--- config.mk ---
export PLATFORM = sky130hd
export DESIGN_NAME = ldgb_ctrl
export DESIGN_NICKNAME = d
export VERILOG_FILES = /design/src/rtl/ldgb_pkg.sv /design/src/rtl/ldgb_ctrl.sv
export SDC_FILE = /design/constraint.sdc
export NUM_CORES = 1
export LEC_CHECK = 0
export BUFFER_PORTS_ARGS = -buffer_cell sky130_fd_sc_hd__buf_2
export CORE_AREA = 2 2 39 41
export CTS_CLUSTER_DIAMETER = 80
export CTS_CLUSTER_SIZE = 25
export DETAILED_ROUTE_END_ITERATION = 6
export DIE_AREA = 0 0 41 43
export PLACE_DENSITY_LB_ADDON = 0.3
export SLEW_MARGIN = 20
export SYNTH_ARGS = -nofsm -noshare
export SYNTH_HDL_FRONTEND = slang
export SYNTH_SLANG_ARGS = --single-unit
--- constraint.sdc ---
create_clock -name clk -period 2 [get_ports clk]
set_clock_uncertainty 0.05 [all_clocks]
set_input_delay 0.1 -clock clk [delete_from_list [all_inputs] [get_ports clk]]
set_output_delay 0.1 -clock clk [all_outputs]
set_load 0.01 [all_outputs]
--- src/rtl/ldgb_pkg.sv ---
`timescale 1ns / 1ps

package ldgb_pkg;

    // Store geometry
    localparam int CAPACITY = 1024;
    localparam int SLOT_W   = $clog2(CAPACITY);
    localparam int CNT_W    = SLOT_W + 1;

    // Field widths
    localparam int DATA_W   = 32;
    localparam int MODE_W   = 2;
    localparam int STATUS_W = 2;
    localparam int INDEX_W  = 10;
    localparam int DIST_W   = 12;

    // Operation codes
    localparam logic [MODE_W-1:0] MODE_INSERT = 2'd0;
    localparam logic [MODE_W-1:0] MODE_MOVE   = 2'd1;
    localparam logic [MODE_W-1:0] MODE_READ   = 2'd2;
    localparam logic [MODE_W-1:0] MODE_SCALE  = 2'd3;

    // Result status codes
    localparam logic [STATUS_W-1:0] ST_OK       = 2'd0;
    localparam logic [STATUS_W-1:0] ST_MISSING  = 2'd1;
    localparam logic [STATUS_W-1:0] ST_BAD_MOVE = 2'd2;
    localparam logic [STATUS_W-1:0] ST_FULL     = 2'd3;

    // Controller to datapath commands
    typedef struct packed {
        logic                load;       // capture the operation fields
        logic                insert;     // write descriptor at cursor, bump counts
        logic                walk_init;  // set up slot walk, update cursor on move
        logic                issue;      // read next source slot
        logic                commit;     // write back the slot read last cycle
        logic                finish;     // present result next cycle
        logic [STATUS_W-1:0] result_status;
    } ldgb_cmd_t;

    // Datapath to controller status
    typedef struct packed {
        logic [MODE_W-1:0] mode;
        logic              full;
        logic              index_bad;
        logic              move_zero;
        logic              move_bad;
        logic              walk_done;
    } ldgb_stat_t;

endpackage

--- src/rtl/ldgb_ctrl.sv ---
`timescale 1ns / 1ps

module ldgb_ctrl import ldgb_pkg::*;
(
    input  logic       clk,
    input  logic       rst_n,
    input  logic       start,
    output logic       busy,
    input  ldgb_stat_t stat,
    output ldgb_cmd_t  cmd
);

    localparam logic [1:0] S_IDLE  = 2'd0;
    localparam logic [1:0] S_CHECK = 2'd1;
    localparam logic [1:0] S_WALK  = 2'd2;

    logic [1:0] state_reg, state_next;
    logic       pend_reg, pend_next;

    // Next state and commands
    always_comb
    begin
        state_next = state_reg;
        pend_next  = 1'b0;
        cmd        = '0;

        unique case (state_reg)
            S_IDLE:
            begin
                if (start)
                begin
                    cmd.load   = 1'b1;
                    state_next = S_CHECK;
                end
            end
            S_CHECK:
            begin
                state_next = S_IDLE;
                unique case (stat.mode)
                    MODE_INSERT:
                    begin
                        cmd.finish = 1'b1;
                        if (stat.full)
                            cmd.result_status = ST_FULL;
                        else
                        begin
                            cmd.insert        = 1'b1;
                            cmd.result_status = ST_OK;
                        end
                    end
                    MODE_MOVE:
                    begin
                        if (stat.move_zero)
                        begin
                            cmd.finish        = 1'b1;
                            cmd.result_status = ST_OK;
                        end
                        else if (stat.move_bad)
                        begin
                            cmd.finish        = 1'b1;
                            cmd.result_status = ST_BAD_MOVE;
                        end
                        else
                        begin
                            cmd.walk_init = 1'b1;
                            state_next    = S_WALK;
                        end
                    end
                    default:
                    begin
                        if (stat.index_bad)
                        begin
                            cmd.finish        = 1'b1;
                            cmd.result_status = ST_MISSING;
                        end
                        else
                        begin
                            cmd.walk_init = 1'b1;
                            state_next    = S_WALK;
                        end
                    end
                endcase
            end
            S_WALK:
            begin
                // one slot read and one write-back per cycle, each write-back in the cycle after its read
                cmd.issue  = !stat.walk_done;
                cmd.commit = pend_reg;
                pend_next  = !stat.walk_done;
                if (stat.walk_done)
                begin
                    cmd.finish        = 1'b1;
                    cmd.result_status = ST_OK;
                    state_next        = S_IDLE;
                end
            end
            default:
            begin
                state_next = S_IDLE;
            end
        endcase
    end

    always_ff @(posedge clk or negedge rst_n)
    begin
        if (!rst_n)
        begin
            state_reg <= S_IDLE;
            pend_reg  <= 1'b0;
        end
        else
        begin
            state_reg <= state_next;
            pend_reg  <= pend_next;
        end
    end

    assign busy = (state_reg != S_IDLE);

    // Checks
    a_start_check: assert property (@(posedge clk) disable iff (!rst_n)
        (state_reg == S_IDLE && start) |=> (state_reg == S_CHECK))
        else $error("accepted transfer not checked");

    a_commit_after_issue: assert property (@(posedge clk) disable iff (!rst_n)
        cmd.commit |-> $past(cmd.issue))
        else $error("write-back without a preceding read");

    a_finish_idle: assert property (@(posedge clk) disable iff (!rst_n)
        cmd.finish |=> (state_reg == S_IDLE))
        else $error("controller busy after finish");

endmodule

==> flow_summary.json <==
{
  "fillCellCount": 162,
  "arrival_ps": 1590,
  "yosysWarningCount": 0,
  "worstRegToRegCells": 5,
  "post-route-period-util": 0.7658,
  "design.final.nets": 69,
  "cts-root-buf": "clkbuf_4",
  "max_cap_violations": 0,
  "synthToLayoutAreaGrowth_pct": 44.30,
  "buffer_ports.inserted": 18,
  "design.portCount": 19,
  "rsz0062_at_grt": "no",
  "syn_area_um2": 296.5,
  "layout_cells_sized_above_1": 0.4444,
  "final_hold_vios": 0,
  "grt_start_max_net_pins": 7,
  "commonest_cells_in_the_netlist": "ha_1, inv_1, dfrtp_1",
  "synthDominantCellAreaShare": 0.2532,
  "synth-seq-area-share": 0.2532,
  "synthesis.nets": 47,
  "starting_utilization_of_the_core_area": 0.2143,
  "maximum_vdd_drop_uv": 287.1,
  "syn-instance-count": 33,
  "criticalPathCategory": "reg -> reg",
  "cts-buffers-inserted": 3,
  "grt_use_total": 0.09054,
  "design.core.area_um2": 1384,
  "max-slew-margin-rel": 0.8570,
  "finalSetupViolations": 0,
  "detail_route.drc_violations": 0,
  "final_max_slew_viol_count": 0,
  "drt-initial-drc-count": 5,
  "vias_per_cell": 4.186,
  "antenna_found_initial": 0,
  "total_power_mw": 0.4414,
  "worst-endpoint-required_ps": 2060,
  "synth-async-reset-ratio": 1.000,
  "n_antenna_cell": 0,
  "worst_hold_path.num_cells": 2,
  "worstPathMaxFanout": 3,
  "synth_top_flop_cell": "dfrtp_1",
  "largest_register_ffs": 2,
  "synth_enable_flop_cells": 0,
  "setup.worst_path.end_class": "flop",
  "regArea_um2": 75.07,
  "grt-ovfl-total": 0,
  "drtAntennaViolNets": 0,
  "h-tree-depth": 1,
  "worst_skew_pair.late_latency_ps": 230,
  "detail_route.wirelength_um": 598,
  "grt_pass1_wl_um": 966,
  "chipWidth_um": 41,
  "finalCriticalPeriod_ps": 1532,
  "ctsResizeCount": 0,
  "crit_start_category": "flop",
  "postSynthRegisterBits": 3,
  "clkSinkCount": 3,
  "post_dp_cell_area_um2": 391.6,
  "tritoncts": "built",
  "preCtsSetupSlack_ps": 452.9,
  "hold_path.class": "in -> reg",
  "power_leakage_nw": 0.2359,
  "power_per_cell_area_nw_per_um2": 1032,
  "worst_slack_ps": 468.5,
  "max_buffers_root_to_sink": 2,
  "run_status": "finished, final reports clean",
  "synth_area_per_cell_um2": 8.986,
  "dieHeight_um": 43,
  "final_cell_area_um2": 427.9,
  "tightestPinTransition_ps": 211.5,
  "detailedRoute.firstPassIterationCount": 4,
  "largest_cells_by_area_after_synthesis": "dfrtp_1, ha_1, buf_4",
  "synthDistinctLibCells": 20,
  "num_rows": 14,
  "routedWlPerCell_um": 8.543,
  "max_freq_ghz": 0.6529,
  "worst_setup_hold_path_clk_slew_ps": 40,
  "weighted_congestion_reported_at_the_end_of_routability_driven_placement": 0.6078,
  "synthDominantAreaCellType": "dfrtp_1",
  "finalSetupTns_ps": 0,
  "route.vias.total": 293,
  "design.die.area_um2": 1763,
  "grt_pass1_vias": 253,
  "multi_input_area_um2": 191.4
}
placed cells by master (no fill, tap or decap), drive strengths merged:
cell type and instances:
buf 18, nand2 2, nor2b 1, dlygate4sd3 1
nand3 1, nand3b 2, nor4b 1, or2b 1
ha 4, dfrtp 3, nand2b 1, nor2 1
a21oi 2, inv 4, o21ai 1, clkbuf 4
or4b 1, mux2 2, a21boi 1, nand4 1
and2 2
stage by stage:
stage          instances  hold slack, ps    util
6_report              70           5.882  0.3092
5_1_grt               70           7.460  0.3092
4_1_cts               70          0.2077  0.3092
3_5_place_dp          65          -147.9  0.2830
3_3_place_gp          65          -150.7  0.2830
2_1_floorplan         33          -245.6       -
worst paths after layout:
kind | from | endpoint | slack (ps)
max in group asynchronous | rst_n | state_reg[0]$_DFFE_PN0P_ | 1640
max | state_reg[0]$_DFFE_PN0P_ | state_reg[0]$_DFFE_PN0P_ | 470
min reg2reg | state_reg[1]$_DFFE_PN0P_ | state_reg[1]$_DFFE_PN0P_ | 470
max reg2reg | state_reg[0]$_DFFE_PN0P_ | state_reg[0]$_DFFE_PN0P_ | 470
min in group asynchronous | rst_n | state_reg[1]$_DFFE_PN0P_ | 150
min | stat[0] | pend_reg$_DFF_PN0_ | 6
where the power goes:
part           internal [mW]  switching [mW]  total (mW)
Sequential            0.0810          0.0128      0.0938
Clock                 0.0745          0.0282       0.103
Combinational          0.117           0.128       0.245
worst max-delay path: stages (launching register included):
cell	delay, ps
dfrtp_1	350
inv_1	80
ha_1	220
nor2b_1	150
a21oi_1	200
mux2_2	360
cell type report:
class,count,area share
multi-input cells,24,0.4474
repair buffers,19,0.2339
flip-flops and latches,3,0.1754
clock buffers,4,0.06140
well taps,16,0.04678
inverters,4,0.03509
cell families after synthesis:
| kind of cell | count (synthesis) | share of synthesized area |
|---|---|---|
| AND/OR/NAND/NOR | 14 | 0.3122 |
| multiplexers | 2 | 0.07594 |
| adder cells (fa/ha/maj) | 4 | 0.1688 |
| flip-flops | 3 | 0.2532 |
| AO/OA/AOI/OAI | 4 | 0.08859 |
| buffers and inverters | 6 | 0.1012 |
what timing repair did:
action / in CTS / in global routing
endpoints found under the hold margin: 3 / 0
setup buffers: 0 / 0
hold buffers: 1 / 0
endpoints found under the setup margin: 0 / 0
layer usage:
metal  vias up  routed length (um)  global-route usage
met5         -                   0                   0
met1       133                 203             0.07767
met3         2                  34             0.04712
met2         7                 339              0.1313
li1        151                   -                   -
met4         0                  19              0.1000
Note: power is estimated with default switching activity, not from simulation.
